`src/rtl/npc_pkg.sv`:
```
package npc_pkg;

    localparam int NUM_FEATURES    = 7;
    localparam int DEF_NUM_CLASSES = 5;
    localparam int LISTED_CLASSES  = 5;
    localparam int MAX_CLASSES     = 16;
    localparam int FEAT_W          = 16;
    localparam int FIDX_W          = 3;
    localparam int SEL_W           = 3;
    localparam int CLS_W           = 4;
    localparam int OUT_CLS_W       = 3;
    localparam int ALPHA_W         = 16;
    localparam int DIST_W          = 37;
    localparam int SQ_W            = 32;
    localparam int PROD_W          = 34;
    localparam int SPAN_W          = 13;
    localparam int NUM_W           = 29;
    localparam int RECIP_SHIFT     = 29;
    localparam int RECIP_W         = 25;
    localparam int QUO_W           = 17;
    localparam logic [ALPHA_W-1:0] ALPHA_RESET = 16'd3277;

    localparam logic OP_CLASSIFY = 1'b0;
    localparam logic OP_UPDATE   = 1'b1;

    localparam int SPAN0 = 50;
    localparam int SPAN1 = 30;
    localparam int SPAN2 = 5000;
    localparam int SPAN3 = 200;
    localparam int SPAN4 = 750;
    localparam int SPAN5 = 700;
    localparam int SPAN6 = 4600;

    localparam int RECIP0 = ((1 << RECIP_SHIFT) + SPAN0 - 1) / SPAN0;
    localparam int RECIP1 = ((1 << RECIP_SHIFT) + SPAN1 - 1) / SPAN1;
    localparam int RECIP2 = ((1 << RECIP_SHIFT) + SPAN2 - 1) / SPAN2;
    localparam int RECIP3 = ((1 << RECIP_SHIFT) + SPAN3 - 1) / SPAN3;
    localparam int RECIP4 = ((1 << RECIP_SHIFT) + SPAN4 - 1) / SPAN4;
    localparam int RECIP5 = ((1 << RECIP_SHIFT) + SPAN5 - 1) / SPAN5;
    localparam int RECIP6 = ((1 << RECIP_SHIFT) + SPAN6 - 1) / SPAN6;

    typedef enum logic [1:0] {
        ST_IDLE,
        ST_FEED,
        ST_DRAIN
    } state_t;

    typedef struct packed {
        logic                opcode;
        logic [15:0]         carbon_dioxide;
        logic signed [10:0]  soil_temperature;
        logic [9:0]          moisture_level;
        logic [9:0]          interval_variation;
        logic [15:0]         mean_amplitude;
        logic [9:0]          relay_count;
        logic [9:0]          firing_rate;
        logic [SEL_W-1:0]    class_select;
    } item_t;

    typedef struct packed {
        logic              valid;
        logic              first;
        logic              last;
        logic              upd;
        logic [SEL_W-1:0]  sel;
        logic [FIDX_W-1:0] widx;
        logic [FEAT_W-1:0] feat;
    } beat_t;

    typedef struct packed {
        logic              valid;
        logic              upd;
        logic [CLS_W-1:0]  cls;
        logic [DIST_W-1:0] score;
    } best_t;

    function automatic logic signed [16:0] range_lo(input logic [FIDX_W-1:0] idx);
        case (idx)
            3'd4:    range_lo = 17'sd50;
            3'd5:    range_lo = -17'sd100;
            3'd6:    range_lo = 17'sd400;
            default: range_lo = 17'sd0;
        endcase
    endfunction

    function automatic logic signed [16:0] range_hi(input logic [FIDX_W-1:0] idx);
        case (idx)
            3'd0:    range_hi = 17'sd50;
            3'd1:    range_hi = 17'sd30;
            3'd2:    range_hi = 17'sd5000;
            3'd3:    range_hi = 17'sd200;
            3'd4:    range_hi = 17'sd800;
            3'd5:    range_hi = 17'sd600;
            default: range_hi = 17'sd5000;
        endcase
    endfunction

    function automatic logic [SPAN_W-1:0] span(input logic [FIDX_W-1:0] idx);
        case (idx)
            3'd0:    span = SPAN_W'(SPAN0);
            3'd1:    span = SPAN_W'(SPAN1);
            3'd2:    span = SPAN_W'(SPAN2);
            3'd3:    span = SPAN_W'(SPAN3);
            3'd4:    span = SPAN_W'(SPAN4);
            3'd5:    span = SPAN_W'(SPAN5);
            default: span = SPAN_W'(SPAN6);
        endcase
    endfunction

    function automatic logic [RECIP_W-1:0] recip(input logic [FIDX_W-1:0] idx);
        case (idx)
            3'd0:    recip = RECIP_W'(RECIP0);
            3'd1:    recip = RECIP_W'(RECIP1);
            3'd2:    recip = RECIP_W'(RECIP2);
            3'd3:    recip = RECIP_W'(RECIP3);
            3'd4:    recip = RECIP_W'(RECIP4);
            3'd5:    recip = RECIP_W'(RECIP5);
            default: recip = RECIP_W'(RECIP6);
        endcase
    endfunction

    function automatic logic [FEAT_W-1:0] centroid(input int c, input int f);
        logic [FEAT_W-1:0] row [LISTED_CLASSES][NUM_FEATURES];
        row[0] = '{16'd1311,  16'd0,     16'd3277,  16'd32768, 16'd32768, 16'd26214, 16'd1311};
        row[1] = '{16'd9830,  16'd3277,  16'd13107, 16'd19661, 16'd39322, 16'd29491, 16'd6554};
        row[2] = '{16'd16384, 16'd39322, 16'd22938, 16'd16384, 16'd42598, 16'd32768, 16'd9830};
        row[3] = '{16'd45875, 16'd13107, 16'd39322, 16'd52429, 16'd13107, 16'd49152, 16'd39322};
        row[4] = '{16'd29491, 16'd9830,  16'd52429, 16'd58982, 16'd9830,  16'd36045, 16'd26214};
        if (c < LISTED_CLASSES)
            centroid = row[c][f];
        else
            centroid = '0;
    endfunction

endpackage

```
`src/rtl/npc_cell.sv`:
```
module npc_cell #(
    parameter int CELL_INDEX = 0
) (
    input  logic                        clk,
    input  logic                        rst_n,
    input  logic [npc_pkg::ALPHA_W-1:0] alpha,
    input  npc_pkg::beat_t              beat_in,
    input  npc_pkg::best_t              best_in,
    output npc_pkg::beat_t              beat_out,
    output npc_pkg::best_t              best_out
);
    import npc_pkg::*;

    localparam logic [CLS_W-1:0] MY_CLS = CLS_W'(CELL_INDEX);

    logic [FEAT_W-1:0]        row_reg [NUM_FEATURES];
    logic [FEAT_W-1:0]        p;
    logic signed [16:0]       diff;
    logic signed [16:0]       mul_b;
    logic signed [PROD_W-1:0] prod;
    logic signed [PROD_W:0]   upd_sum;
    logic                     write_en;
    logic [FEAT_W-1:0]        p_next;

    beat_t                    fwd_reg;
    logic                     b_valid_reg;
    logic                     b_first_reg;
    logic                     b_last_reg;
    logic                     b_upd_reg;
    logic [FIDX_W-1:0]        b_widx_reg;
    logic [SQ_W-1:0]          sq_reg;
    logic [DIST_W-1:0]        wterm;
    logic [DIST_W-1:0]        acc_reg;
    logic [DIST_W-1:0]        acc_next;
    best_t                    best_reg;
    best_t                    best_next;

    always_comb
    begin
        p        = row_reg[0];
        diff     = $signed({1'b0, beat_in.feat}) - $signed({1'b0, p});
        mul_b    = beat_in.upd ? $signed({1'b0, alpha}) : diff;
        prod     = diff * mul_b;
        upd_sum  = $signed({3'd0, p, 16'd0}) + (PROD_W+1)'(prod) + (PROD_W+1)'(32768);
        write_en = beat_in.upd && (CLS_W'(beat_in.sel) == MY_CLS);
        p_next   = write_en ? upd_sum[31:16] : p;
    end

    always_ff @(posedge clk or negedge rst_n)
    begin
        if (!rst_n)
        begin
            for (int f = 0; f < NUM_FEATURES; f++)
                row_reg[f] <= centroid(CELL_INDEX, f);
        end
        else if (beat_in.valid)
        begin
            for (int f = 0; f < NUM_FEATURES - 1; f++)
                row_reg[f] <= row_reg[f+1];
            row_reg[NUM_FEATURES-1] <= p_next;
        end
    end

    always_comb
    begin
        case (b_widx_reg) inside
            3'd0, 3'd1: wterm = DIST_W'({sq_reg, 2'b00});
            3'd2, 3'd3: wterm = DIST_W'({sq_reg, 1'b0}) + DIST_W'(sq_reg);
            3'd6:       wterm = DIST_W'({sq_reg, 1'b0});
            default:    wterm = DIST_W'(sq_reg);
        endcase
        acc_next = (b_first_reg ? '0 : acc_reg) + wterm;
        best_next       = best_in;
        best_next.valid = b_valid_reg && b_last_reg;
        best_next.upd   = b_upd_reg;
        if (CELL_INDEX == 0 || acc_next < best_in.score)
        begin
            best_next.cls   = MY_CLS;
            best_next.score = acc_next;
        end
    end

    always_ff @(posedge clk or negedge rst_n)
    begin
        if (!rst_n)
        begin
            fwd_reg     <= '0;
            b_valid_reg <= 1'b0;
            best_reg    <= '0;
        end
        else
        begin
            fwd_reg     <= beat_in;
            b_valid_reg <= beat_in.valid;
            best_reg    <= best_next;
        end
    end

    always_ff @(posedge clk)
    begin
        b_first_reg <= beat_in.first;
        b_last_reg  <= beat_in.last;
        b_upd_reg   <= beat_in.upd;
        b_widx_reg  <= beat_in.widx;
        sq_reg      <= prod[SQ_W-1:0];
        if (b_valid_reg)
            acc_reg <= acc_next;
    end

    assign beat_out = fwd_reg;
    assign best_out = best_reg;

endmodule

```
`config.mk`:
```
export PLATFORM = sky130hd
export DESIGN_NAME = npc_cell
export DESIGN_NICKNAME = d
export VERILOG_FILES = /design/src/rtl/npc_pkg.sv /design/src/rtl/npc_cell.sv
export SDC_FILE = /design/constraint.sdc
export NUM_CORES = 1
export LEC_CHECK = 0
export BUFFER_PORTS_ARGS = -buffer_cell sky130_fd_sc_hd__buf_2
export CAP_MARGIN = 20
export CORE_AREA = 2 2 244 246
export DETAILED_ROUTE_END_ITERATION = 7
export DIE_AREA = 0 0 246 248
export MAX_ROUTING_LAYER = met4
export REMOVE_ABC_BUFFERS = 1
export SLEW_MARGIN = 20
export SYNTH_ARGS = -nofsm -noshare
export SYNTH_HDL_FRONTEND = slang
export SYNTH_SLANG_ARGS = --single-unit
```
`constraint.sdc`:
```
create_clock -name clk -period 14.9 [get_ports clk]
set_input_delay 0 -clock clk [delete_from_list [all_inputs] [get_ports clk]]
set_output_delay 0 -clock clk [all_outputs]
set_load 0.02 [all_outputs]
```
# Word-level counts from Yosys, hierarchy flattened
# Index checks and enable logic that the tools add are counted.
# op_classes
add_sub_neg	5
multipliers	1
n_eq_ne	4
mux	6
reduce_logical	6
# op_table
operator	count
37-bit 2-to-1 mux	3
37-bit adder	1
33-bit by 32-bit adder with 34-bit output	1
33-bit 2-to-1 mux	1
32-bit by 17-bit adder with 32-bit output (second input constant)	1
32-bit adder	1
17-bit by 17-bit multiplier with 32-bit output	1
17-bit 2-to-1 mux	1
16-bit by 16-bit subtractor with 17-bit output	1
16-bit 2-to-1 mux	1
3-bit by 2-bit == test with 1-bit output (second input constant)	2
3-bit zero test	2
2-bit OR reduction	2
3-bit by 1-bit == test with 1-bit output (second input constant)	1
3-bit == test (second input constant)	1
1-bit logical AND	2
# totals
reg_bits	252
in_bits	87
output_inout_bits	69
word_cells	45

# Depth between registers and ports, before layout
# depth
word_depth	6
mapped_depth	46

# Least setup slack after synthesis
# No wires, ideal clock.
# synth_path
path_type	register to register
from	register row_reg (netlist bit p[1])
to	register row_reg[13] (netlist name)
t_arrival_ns	9.728
setup_slack_ns	5.047
stages_incl_launch_ff	45
path_cell_list	dfstp_2 inv_1 ha_1 nor2b_1 o21ai_1 a21boi_1 o21ai_1 a21boi_1 o41a_1 and2_1 nor2_1 xor2_1 o21ai_1 clkbuf_1 nand2_1 fa_1 inv_1 fa_1 [9 not listed] or4_1 nor3_1 nor2_1 a2bb2oi_1 a21oi_1 a21o_1 a21oi_1 xnor2_1 ha_1 a21o_1 or2_2 or3_1 a221oi_1 nor2_1 o21ai_0 xor2_1 o21ai_0 mux2_2
# synth_between
elab_chain_cells	6
# synth_rtl
element	line_no	source
from (decl)	npc_cell.sv:16	logic [FEAT_W-1:0] row_reg [NUM_FEATURES];
from (signal, indexed assignment)	npc_cell.sv:54	row_reg[f] <= centroid(CELL_INDEX, f);
from (signal, indexed assignment)	npc_cell.sv:59	row_reg[f] <= row_reg[f+1];
from (signal, indexed assignment)	npc_cell.sv:60	row_reg[NUM_FEATURES-1] <= p_next;
16-bit by 16-bit subtractor with 17-bit output (*)	npc_cell.sv:41	diff = $signed({1'b0, beat_in.feat}) - $signed({1'b0, p});
17-bit 2-to-1 mux	npc_cell.sv:42	mul_b = beat_in.upd ? $signed({1'b0, alpha}) : diff;
17-bit by 17-bit multiplier with 32-bit output (*)	npc_cell.sv:43	prod = diff * mul_b;
via prod[26]	npc_cell.sv:20	logic signed [PROD_W-1:0] prod;
32-bit adder (*)	npc_cell.sv:44	upd_sum = $signed({3'd0, p, 16'd0}) + (PROD_W+1)'(prod) + (PROD_W+1)'(32768);
32-bit by 17-bit adder with 32-bit output (*)	npc_cell.sv:44	
16-bit 2-to-1 mux (*)	npc_cell.sv:46	p_next = write_en ? upd_sum[31:16] : p;
# The timed path passes the listed nets; every way through them passes the cells marked *.
# A chain may end at the register's enable or synchronous reset.

# Worst setup path after layout
# Same ends and word-level chain as after synthesis.

==> impl_metrics.yaml <==
logic_synthesis:
  synth.area.top_cells: "fa_1 24%, dfrtp_1 15%, ha_1 9.4%"
  synthCells: 2529
  synth_area_per_cell_um2: 9.60
  synth_top_area_share_pct: 23.6
  synth-seq-area-share_pct: 26.1
  synthArstFlopShare_pct: 70.2
  ys_warn_count: 0
  ys_types: 81
  netlist_area_um2: 24300
  synth_flop_cell: "dfrtp_1"
  synth-seq-cells: 252
  synth-edff-count: 37
  yosysTopAreaCell: "fa_1"
place:
  dp_hpwl_um: 47900
  port-buffer-count: 108
  routabilityCongestion: 0.916
  dpl.cell_count: 3377
  pre_cts_ws_ns: 3.62
layout:
  stdcell_count: 3463
  fillerInstances: 5568
  final_layout_size_suffix_gt1_share_pct: 12.8
  area_growth_pct: 11.9
  fin_nets: 3221
  seq_area_um2: 6340
  multi_input_area_um2: 16300
  final_cell_mix: "369 x inv_1, 286 x fa_1, 251 x nor2_1"
  layout_commonest_cell: "inv_1"
  largest_reg_flops: 96
critical_path:
  critPathRequiredTime_ns: 15.35
  rr_endpoint: "row_reg[13]"
  path_max_fanout: 10
  rrSetupSlack_ns: 3.52
  reg2reg_from: "p[1]"
  crit_buf_inv: 6
  rr_worst_depth: 43
  worstSetupStartpointType: "register"
  cp-end-kind: "register"
  critical_path_arrival_ns: 11.82
  critPathKind: "reg -> reg"
  cpPeakStageDelay_ns: 0.77
  cp_slowest_cell: "o21ai_1"
  path_delay_family: "compound AO/OA/AOI/OAI gates"
grt:
  grt_max_degree: 98
  grt_pass1_vias: 19200
  grt_usage_pct: 21.3
  antenna_found_initial: 3
  grt_pass1_wl_um: 99900
  grt_overflow_total: 0
timing:
  setup_viol: 0
  relSlewSlack_pct: 29.0
  hold_viol: 0
  grt_setup_unrepaired: "no"
  clock_skew_ns: 0.0290
  worst_pin_slew_ns: 1.05
  finalWorstSetupSlack_ns: 3.52
  holdWs_ns: 0.0697
  period_share_pct: 76.4
  finalMaxSlewViolations: 0
  tns_ns: 0
  min_period_ns: 11.38
  fmax_mhz: 87.9
worst_hold_path:
  hold_depth: 2
  min_to: "b_widx_reg[1]"
  hold_path.startpoint: "beat_in[17]"
  holdCritPathClass: "in -> reg"
drt:
  vias_per_cell: 5.27
  wl_per_cell_um: 17.6
  num_vias: 18300
  drtIter0Drc: 1037
  drc: 0
  ant_nets: 0
  first_pass_iters: 5
  totalWireLength_um: 60900
die:
  core_region_area_um2: 58500
  die_y_um: 248
  start_util_pct: 41.5
  rows: 89
  die_area_um2: 61000
  die_w_um: 246
  io_pins: 156
run_status:
  outcome: "finished, final reports clean"
cts:
  htreeDepth: 1
  postCtsSetupBuffers: 0
  clock_path_buffers: 3
  cts_inserted_buffers: 29
  cts-root-buf: "clkbuf_16"
  clk_latency_ns: 0.58
  cts_sinks: 252
  cts_tree: "yes"
  clkTransAtPathRegs_ns: 0.06
  ctsResizeCount: 0
  postCtsHoldBufs: 30
flow_run:
  drv_cap: 0
worst max-delay path by stage:
stage,startpoint,end,slack [ns],cells after the start
floorplan,p[1],row_reg[13],5.01,43
global placement,p[1],row_reg[13],3.75,43
detailed placement,p[1],row_reg[13],3.62,43
CTS,p[1],row_reg[13],3.56,43
global route,p[1],row_reg[13],2.70,43
finish,p[1],row_reg[13],3.52,43
cell usage after synthesis, types with 12 or more instances:
library cell,n
inv_1,369
fa_1,286
nor2_1,252
nand2_1,230
ha_1,182
dfrtp_1,146
a21oi_1,122
xnor2_1,85
mux2_2,83
o21ai_0,83
clkbuf_1,67
nor2b_1,59
a21o_1,46
dfxtp_1,38
edfxtp_1,37
xor2_1,35
dfstp_2,31
o21a_1,30
nand3_1,27
nand2b_1,26
nor3_1,25
mux2i_1,24
a211oi_1,15
a31oi_1,15
a221oi_1,14
and2_1,14
o21ai_1,14
o21bai_1,14
o22ai_1,14
and3_1,12
per-stage QoR:
stage | area [µm²] | utilization (%)
after CTS | 27200 | 46.4
after floorplan | 24000 | -
final | 27200 | 46.5
after global placement | 25800 | 44.2
after global routing | 27200 | 46.5
after detailed placement | 25800 | 44.2
per-layer routing:
layer  GRT usage (%)  share of wire, %
met5               -                 0
met4            5.10               2.5
met3            1.79               4.4
met2            36.9                50
met1            27.1                44
layout make-up:
class                      count  share of cell area, %
clock buffer                  36                   2.96
multi-input combinational   1830                   59.9
tap                          773                   3.56
sequential                   252                   23.3
clock inverter                18                  0.755
inverter                     372                   5.14
timing repair buffer         181                   4.38
antenna                        1                0.00921
worst register-to-register path, delay by kind of cell (launching register included):
| kind | cells | cell delay [ns] |
|---|---|---|
| multiplexers | 1 | 0.29 |
| flip-flops | 1 | 0.58 |
| XOR/XNOR | 3 | 0.67 |
| AO/OA/AOI/OAI | 15 | 3.82 |
| buffers and inverters | 6 | 0.43 |
| AND/OR/NAND/NOR | 9 | 2.05 |
| adder cells (fa/ha/maj) | 9 | 3.41 |
logic make-up after synthesis:
group,after synthesis,synth area share [%]
compound gates,451,12.2
fa+ha+maj,468,33.0
flops,252,26.1
mux,107,4.84
simple gates,678,12.4
other cells,1,0.0154
xor+xnor,122,4.49
buf+inv,450,7.04
Power is not shown: default switching activity piles up to over one toggle a cycle in this logic, so the estimate is an artifact.
