`src/rtl/npc_pkg.sv`:
```
package npc_pkg;

    localparam int NUM_FEATURES    = 7;
    localparam int DEF_NUM_CLASSES = 5;
    localparam int LISTED_CLASSES  = 5;
    localparam int MAX_CLASSES     = 16;
    localparam int FEAT_W          = 16;
    localparam int FIDX_W          = 3;
    localparam int SEL_W           = 3;
    localparam int CLS_W           = 4;
    localparam int OUT_CLS_W       = 3;
    localparam int ALPHA_W         = 16;
    localparam int DIST_W          = 37;
    localparam int SQ_W            = 32;
    localparam int PROD_W          = 34;
    localparam int SPAN_W          = 13;
    localparam int NUM_W           = 29;
    localparam int RECIP_SHIFT     = 29;
    localparam int RECIP_W         = 25;
    localparam int QUO_W           = 17;
    localparam logic [ALPHA_W-1:0] ALPHA_RESET = 16'd3277;

    localparam logic OP_CLASSIFY = 1'b0;
    localparam logic OP_UPDATE   = 1'b1;

    localparam int SPAN0 = 50;
    localparam int SPAN1 = 30;
    localparam int SPAN2 = 5000;
    localparam int SPAN3 = 200;
    localparam int SPAN4 = 750;
    localparam int SPAN5 = 700;
    localparam int SPAN6 = 4600;

    localparam int RECIP0 = ((1 << RECIP_SHIFT) + SPAN0 - 1) / SPAN0;
    localparam int RECIP1 = ((1 << RECIP_SHIFT) + SPAN1 - 1) / SPAN1;
    localparam int RECIP2 = ((1 << RECIP_SHIFT) + SPAN2 - 1) / SPAN2;
    localparam int RECIP3 = ((1 << RECIP_SHIFT) + SPAN3 - 1) / SPAN3;
    localparam int RECIP4 = ((1 << RECIP_SHIFT) + SPAN4 - 1) / SPAN4;
    localparam int RECIP5 = ((1 << RECIP_SHIFT) + SPAN5 - 1) / SPAN5;
    localparam int RECIP6 = ((1 << RECIP_SHIFT) + SPAN6 - 1) / SPAN6;

    typedef enum logic [1:0] {
        ST_IDLE,
        ST_FEED,
        ST_DRAIN
    } state_t;

    typedef struct packed {
        logic                opcode;
        logic [15:0]         carbon_dioxide;
        logic signed [10:0]  soil_temperature;
        logic [9:0]          moisture_level;
        logic [9:0]          interval_variation;
        logic [15:0]         mean_amplitude;
        logic [9:0]          relay_count;
        logic [9:0]          firing_rate;
        logic [SEL_W-1:0]    class_select;
    } item_t;

    typedef struct packed {
        logic              valid;
        logic              first;
        logic              last;
        logic              upd;
        logic [SEL_W-1:0]  sel;
        logic [FIDX_W-1:0] widx;
        logic [FEAT_W-1:0] feat;
    } beat_t;

    typedef struct packed {
        logic              valid;
        logic              upd;
        logic [CLS_W-1:0]  cls;
        logic [DIST_W-1:0] score;
    } best_t;

    function automatic logic signed [16:0] range_lo(input logic [FIDX_W-1:0] idx);
        case (idx)
            3'd4:    range_lo = 17'sd50;
            3'd5:    range_lo = -17'sd100;
            3'd6:    range_lo = 17'sd400;
            default: range_lo = 17'sd0;
        endcase
    endfunction

    function automatic logic signed [16:0] range_hi(input logic [FIDX_W-1:0] idx);
        case (idx)
            3'd0:    range_hi = 17'sd50;
            3'd1:    range_hi = 17'sd30;
            3'd2:    range_hi = 17'sd5000;
            3'd3:    range_hi = 17'sd200;
            3'd4:    range_hi = 17'sd800;
            3'd5:    range_hi = 17'sd600;
            default: range_hi = 17'sd5000;
        endcase
    endfunction

    function automatic logic [SPAN_W-1:0] span(input logic [FIDX_W-1:0] idx);
        case (idx)
            3'd0:    span = SPAN_W'(SPAN0);
            3'd1:    span = SPAN_W'(SPAN1);
            3'd2:    span = SPAN_W'(SPAN2);
            3'd3:    span = SPAN_W'(SPAN3);
            3'd4:    span = SPAN_W'(SPAN4);
            3'd5:    span = SPAN_W'(SPAN5);
            default: span = SPAN_W'(SPAN6);
        endcase
    endfunction

    function automatic logic [RECIP_W-1:0] recip(input logic [FIDX_W-1:0] idx);
        case (idx)
            3'd0:    recip = RECIP_W'(RECIP0);
            3'd1:    recip = RECIP_W'(RECIP1);
            3'd2:    recip = RECIP_W'(RECIP2);
            3'd3:    recip = RECIP_W'(RECIP3);
            3'd4:    recip = RECIP_W'(RECIP4);
            3'd5:    recip = RECIP_W'(RECIP5);
            default: recip = RECIP_W'(RECIP6);
        endcase
    endfunction

    function automatic logic [FEAT_W-1:0] centroid(input int c, input int f);
        logic [FEAT_W-1:0] row [LISTED_CLASSES][NUM_FEATURES];
        row[0] = '{16'd1311,  16'd0,     16'd3277,  16'd32768, 16'd32768, 16'd26214, 16'd1311};
        row[1] = '{16'd9830,  16'd3277,  16'd13107, 16'd19661, 16'd39322, 16'd29491, 16'd6554};
        row[2] = '{16'd16384, 16'd39322, 16'd22938, 16'd16384, 16'd42598, 16'd32768, 16'd9830};
        row[3] = '{16'd45875, 16'd13107, 16'd39322, 16'd52429, 16'd13107, 16'd49152, 16'd39322};
        row[4] = '{16'd29491, 16'd9830,  16'd52429, 16'd58982, 16'd9830,  16'd36045, 16'd26214};
        if (c < LISTED_CLASSES)
            centroid = row[c][f];
        else
            centroid = '0;
    endfunction

endpackage

```
`src/rtl/npc_normalizer.sv`:
```
module npc_normalizer (
    input  logic                       clk,
    input  logic                       rst_n,
    input  logic                       issue,
    input  logic [npc_pkg::FIDX_W-1:0] issue_idx,
    input  npc_pkg::item_t             item,
    output npc_pkg::beat_t             beat
);
    import npc_pkg::*;

    logic signed [16:0] raw;
    logic signed [16:0] clamped;
    logic signed [16:0] offset;
    logic [SPAN_W-1:0]  v;
    logic [NUM_W-1:0]   n_next;

    logic               s0_valid_reg;
    logic [FIDX_W-1:0]  s0_idx_reg;
    logic [NUM_W-1:0]   s0_n_reg;
    logic               s1_valid_reg;
    logic [FIDX_W-1:0]  s1_idx_reg;
    logic [NUM_W-1:0]   s1_n_reg;
    logic [NUM_W+RECIP_W-1:0] s1_prod_reg;
    logic [NUM_W+RECIP_W-1:0] prod_next;
    logic [QUO_W-1:0]   q0;
    logic [QUO_W+SPAN_W-1:0] back;
    logic [QUO_W-1:0]   q;
    beat_t              beat_reg;
    beat_t              beat_next;

    always_comb
    begin
        case (issue_idx)
            3'd0:    raw = $signed({7'd0, item.firing_rate});
            3'd1:    raw = $signed({7'd0, item.relay_count});
            3'd2:    raw = $signed({1'b0, item.mean_amplitude});
            3'd3:    raw = $signed({7'd0, item.interval_variation});
            3'd4:    raw = $signed({7'd0, item.moisture_level});
            3'd5:    raw = 17'(item.soil_temperature);
            default: raw = $signed({1'b0, item.carbon_dioxide});
        endcase
        if (raw < range_lo(issue_idx))
            clamped = range_lo(issue_idx);
        else if (raw > range_hi(issue_idx))
            clamped = range_hi(issue_idx);
        else
            clamped = raw;
        offset = clamped - range_lo(issue_idx);
        v      = offset[SPAN_W-1:0];
        n_next = {v, 16'd0} - NUM_W'(v);
    end

    assign prod_next = s0_n_reg * recip(s0_idx_reg);

    always_comb
    begin
        q0   = s1_prod_reg[RECIP_SHIFT +: QUO_W];
        back = q0 * span(s1_idx_reg);
        if (back > (QUO_W+SPAN_W)'(s1_n_reg))
            q = q0 - 1'b1;
        else
            q = q0;
        beat_next       = '0;
        beat_next.valid = s1_valid_reg;
        beat_next.first = (s1_idx_reg == '0);
        beat_next.last  = (s1_idx_reg == FIDX_W'(NUM_FEATURES - 1));
        beat_next.upd   = (item.opcode == OP_UPDATE);
        beat_next.sel   = item.class_select;
        beat_next.widx  = s1_idx_reg;
        beat_next.feat  = q[FEAT_W-1:0];
    end

    always_ff @(posedge clk or negedge rst_n)
    begin
        if (!rst_n)
        begin
            s0_valid_reg <= 1'b0;
            s1_valid_reg <= 1'b0;
            beat_reg     <= '0;
        end
        else
        begin
            s0_valid_reg <= issue;
            s1_valid_reg <= s0_valid_reg;
            beat_reg     <= beat_next;
        end
    end

    always_ff @(posedge clk)
    begin
        s0_idx_reg  <= issue_idx;
        s0_n_reg    <= n_next;
        s1_idx_reg  <= s0_idx_reg;
        s1_n_reg    <= s0_n_reg;
        s1_prod_reg <= prod_next;
    end

    assign beat = beat_reg;

endmodule

```
`config.mk`:
```
export PLATFORM = sky130hd
export DESIGN_NAME = npc_normalizer
export DESIGN_NICKNAME = d
export VERILOG_FILES = /design/src/rtl/npc_pkg.sv /design/src/rtl/npc_normalizer.sv
export SDC_FILE = /design/constraint.sdc
export NUM_CORES = 2
export LEC_CHECK = 0
export CELL_PAD_IN_SITES_DETAIL_PLACEMENT = 0
export CELL_PAD_IN_SITES_GLOBAL_PLACEMENT = 1
export CORE_MARGIN = 2
export CORE_UTILIZATION = 50
export DETAILED_ROUTE_END_ITERATION = 7
export DONT_BUFFER_PORTS = 1
export GPL_TIMING_DRIVEN = 0
export PLACE_DENSITY = 0.91
export SETUP_SLACK_MARGIN = 0.1
export SYNTH_ARGS = -nofsm -noshare
export SYNTH_HDL_FRONTEND = slang
export SYNTH_SLANG_ARGS = --single-unit
export TNS_END_PERCENT = 100
```
`constraint.sdc`:
```
create_clock -name clk -period 25.1 [get_ports clk]
set_clock_uncertainty 0.1 [all_clocks]
set_input_delay 5.02 -clock clk [delete_from_list [all_inputs] [get_ports clk]]
set_output_delay 5.02 -clock clk [all_outputs]
set_load 0.02 [all_outputs]
```
[Word level (Yosys, flattened, before mapping)]
Cells that the tools add are included.
Cells by class
  $add $sub $neg: 3
  reduce and logical (&&, ||, !) cells: 3
  multiplexer cells: 9
  magnitude comparators: 3
  eq/ne operators: 17
  $mul: 2
Operators by type and width (count)
  25-bit one-hot mux with 6 select lines: 1
  17-bit one-hot mux with 6 select lines: 1
  13-bit one-hot mux with 6 select lines: 1
  13-bit one-hot mux with 5 select lines: 1
  17-bit one-hot mux with 3 select lines: 1
  29-bit by 25-bit multiplier with 46-bit output: 1
  30-bit by 29-bit > comparator with 1-bit output: 1
  17-bit by 13-bit multiplier with 30-bit output: 1
  29-bit by 13-bit subtractor with 29-bit output: 1
  13-bit 2-to-1 mux: 2
  3-bit equality test, second input constant: 8
  3-bit by 2-bit equality test with 1-bit output, second input constant: 6
  17-bit > comparator: 1
  17-bit < comparator: 1
  17-bit 2-to-1 mux: 1
  16-bit 2-to-1 mux: 1
  16-bit by 1-bit subtractor with 16-bit output, second input constant: 1
  13-bit subtractor: 1
  3-bit by 1-bit equality test with 1-bit output, second input constant: 3
  3-bit logical NOT: 3
Storage, ports and cells
  word-level logic and storage cells: 51
  bits of input ports: 93
  register bits: 138

[Depth between registers and ports, before layout]
  depth in word-level cells: 9
  gate-level depth with buffers: 39
  mapped depth without buffers: 36

[Least setup slack after synthesis]
Ideal clock, no wire load.
  kind: input to register
  start point: in issue_idx[0] (netlist bit)
  end point: reg s0_n_reg[13]
  setup slack: 13.782 ns
  buffers on the path: 5
  stages: 31
  data required time: 24.873 ns
  data arrival time: 11.092 ns
  cell sequence: buf_2 buf_1 clkbuf_1 mux2i_1 nor2_1 a21oi_1 o21ai_0 ha_1 and3_1 a21boi_0 a311oi_1 and4_4 nor2_1 clkbuf_1 nand2_1 o211ai_1 o21ai_0 ha_1 inv_1 fa_1 a21o_1 a21oi_1 nor2b_1 or2_2 a21oi_1 o41ai_4 xnor2_2 o21ai_2 or3_4 buf_6 or3_1
On the way
  word-level cells in the longest chain between the ends: 8
Ends and longest elaborated chain
  start: declaration: RTL line npc_normalizer.sv:5  | input logic [npc_pkg::FIDX_W-1:0] issue_idx,
  3-bit equality test, or another cell as far along: RTL line npc_pkg.sv:78, npc_pkg.sv:87, npc_normalizer.sv:33
  13-bit one-hot mux with 5 select lines: RTL line npc_pkg.sv:87  | case (idx)
  17-bit 2-to-1 mux: RTL line npc_normalizer.sv:42  | if (raw < range_lo(issue_idx))
  17-bit > comparator: RTL line npc_normalizer.sv:44  | else if (raw > range_hi(issue_idx))
  13-bit 2-to-1 mux: RTL line npc_normalizer.sv:44
  13-bit 2-to-1 mux: RTL line npc_normalizer.sv:42
  13-bit subtractor *: RTL line npc_normalizer.sv:48  | offset = clamped - range_lo(issue_idx);
  29-bit by 13-bit subtractor with 29-bit output *: RTL line npc_normalizer.sv:50  | n_next = {v, 16'd0} - NUM_W'(v);
  named net n_next[13]: RTL line npc_normalizer.sv:15  | logic [NUM_W-1:0] n_next;
  end signal: assignment: RTL line npc_normalizer.sv:92  | s0_n_reg <= n_next;
  end: declaration: RTL line npc_normalizer.sv:19  | logic [NUM_W-1:0] s0_n_reg;
The timed path passes the listed nets; every way through them passes the cells marked *. The select of a mux whose other input is x is not followed.

[Final worst setup path]
  start point: in issue_idx[0] (netlist bit)
  end point: reg s0_n_reg[17]
The elaborated chain is that of the path after synthesis.

==> results.toml <==
[clock_network]
cts_setup_buffers = 0
clk_latency_ns = 0.37
cts_buffer_depth = 2
cts.sinks = 109
cts_buffers = 9
cts_tree = "done"
ctsResizeCount = 0
root_buffer = "clkbuf_16"
cts_max_level = 3
clk_pin_slew_ns = 0.08
holdBufCountCts = 0

[yosys]
synth_area_mm2 = 0.0318
ys.warnings.count = 0
synth-edff-count = 0
ys.flop_type = "dfxtp_1"
async_reset_ff_frac = 0.257
netlist_instances = 3584
synth-seq-cells = 109
seq_area_frac_synth = 0.0729
yosysUniqueCellTypes = 85
syn_area_per_cell_um2 = 8.89
syn_nets = 4683

[route]
wl_per_cell_um = 20.6
top_layer_used = "met5"
dr_wl_met3_um = 8820
ant_nets = 0
drt-total-wl_um = 91700
route.detailed.drc = 0
wl_met1_um = 37800
dr_wl_met2_um = 40700
via_per_inst = 5.43
vias = 24144
firstDrtPassIters = 5
drt_iter0_drc = 2138

[floorplan]
fp.dieH_um = 256
core-area_mm2 = 0.0630
die_x_um = 256
rows = 92
start_util = 0.506
die_area_mm2 = 0.0657
io_pins = 119

[finish]
nets = 4694
post-route-util = 0.527
mostFrequentLayoutCell = "inv_1"
most-common-layout-cells = "904 x inv_1, 661 x fa_1, 464 x nand2_1"
areaGrowthSynthToFinish_pct = 4.29
drive_gt1_frac = 0.0186

[hold_path]
hp-class = "flop to flop"
hold_depth = 0
hp-start = "s0_n_reg[1]"

[timing]
min_period_over_period = 0.489
rsz0062_at_grt = "no"
max_freq_ghz = 0.0815
fin_tns_setup_ns = 0
period_minus_slack_ns = 12.26
hold_viol_final = 0
tightest_slew_ns = 1.38
final-setup-viol-count = 0
slew_headroom = 0.0787
drv_slew = 0

[critical_path]
path_buf_inv = 6
r2r_start = "s0_idx_reg[1]"
crit_type = "primary input to flop"
cpPeakStageDelay_ns = 0.51
r2r_slack_ns = 13.35
crit_slowest_cell = "buf_1"
cp.depth = 31
crit_family = "compound AO/OA/AOI/OAI gates"
rr_worst_depth = 32
crit_fanout = 10
arrival_ns = 12.35
worstSetupEndpointType = "flop"
crit_start = "issue_idx[0]"
start_kind = "primary input"
critPathRequiredTime_ns = 25.19

[global_routing]
grt_pass1_wl_um = 145000
grt_util_all_layers = 0.287
first_global_vias = 25182
grt_antenna_before_repair = 6
grt_max_degree = 29
overflow = 0

[placed_design]
io_buffers = 0
place_congestion = 0.997
hpwl_um = 77500

[job]
cap_viol_max_count = 0

[run_status]
status = "finished clean"
path summary, 6_finish.rpt:
| path | endpoint |
|---|---|
| max in group asynchronous | beat[15] |
| setup / recovery | s0_n_reg[17] |
| hold reg to reg | s1_n_reg[1] |
| setup reg to reg | s1_prod_reg[45] |
| min in group asynchronous | beat[18] |
| hold / removal | s1_n_reg[1] |
worst reg2reg max path, delay by kind of cell (launching register included):
family | cells | cell delay [ns]
buffers and inverters | 9 | 2.21
AND/OR/NAND/NOR | 8 | 1.89
adder cells (fa/ha/maj) | 8 | 3.90
flip-flops | 1 | 0.59
AO/OA/AOI/OAI | 7 | 2.89
Yosys cell counts (9+ instances only):
cell type	n	area, um2
a21o_1	22	165
a21oi_1	72	360
and2_1	235	1470
and3_1	39	244
buf_1	11	41.3
clkbuf_1	141	529
dfrtp_1	28	701
dfxtp_1	81	1620
fa_1	661	13200
ha_1	345	4320
inv_1	904	3390
mux2i_1	16	160
nand2_1	464	1740
nand2b_1	23	144
nand3_1	23	115
nand4_1	11	68.8
nor2_1	75	282
nor2b_1	61	382
nor3_1	19	95.1
o211ai_1	9	67.6
o21a_1	12	90.1
o21ai_0	80	400
or2_2	10	62.6
xnor2_1	54	473
xor2_1	28	245
metrics by stage:
| stage | setup WS [ns] | instance area [um2] | cells | hold WS (ns) |
|---|---|---|---|---|
| after floorplan | 13.78 | 31800 | 3584 | 0.226 |
| after global placement | 12.64 | 32900 | 4430 | 0.236 |
| after detailed placement | 12.61 | 32900 | 4430 | 0.235 |
| after CTS | 12.97 | 33200 | 4446 | 0.252 |
| after global routing | 12.20 | 33200 | 4446 | 0.270 |
| final | 12.84 | 33200 | 4449 | 0.254 |
routing by layer:
| layer | vias to the layer above | global-route usage |
|---|---|---|
| li1 | 10747 | - |
| met1 | 11931 | 0.395 |
| met2 | 1233 | 0.447 |
| met3 | 227 | 0.0541 |
| met4 | 6 | 0.117 |
| met5 | - | 0 |
kinds of logic (layout without fill, tap and decap cells):
| group | after synthesis | count (layout) | share of synthesized area |
|---|---|---|---|
| buffers and inverters | 1068 | 1084 | 0.127 |
| adder cells (fa/ha/maj) | 1006 | 1006 | 0.551 |
| AND/OR/NAND/NOR | 995 | 995 | 0.154 |
| AO/OA/AOI/OAI | 296 | 296 | 0.0622 |
| flip-flops | 109 | 109 | 0.0729 |
| XOR/XNOR | 84 | 84 | 0.0236 |
| multiplexers | 26 | 26 | 0.00963 |
| other | 0 | 3 | 0 |
cell type report:
class | count | area [um2]
clock buffer | 9 | 225
buffer | 162 | 646
inverter | 906 | 3400
tap | 846 | 1060
fill | 5918 | 29800
antenna | 3 | 7.51
sequential | 109 | 2320
multi-input combinational | 2407 | 25500
clock inverter | 7 | 75.1
Power is left out: the tool's default activity adds up to more than one toggle a clock period on the data nets, which glitch-free logic cannot reach.
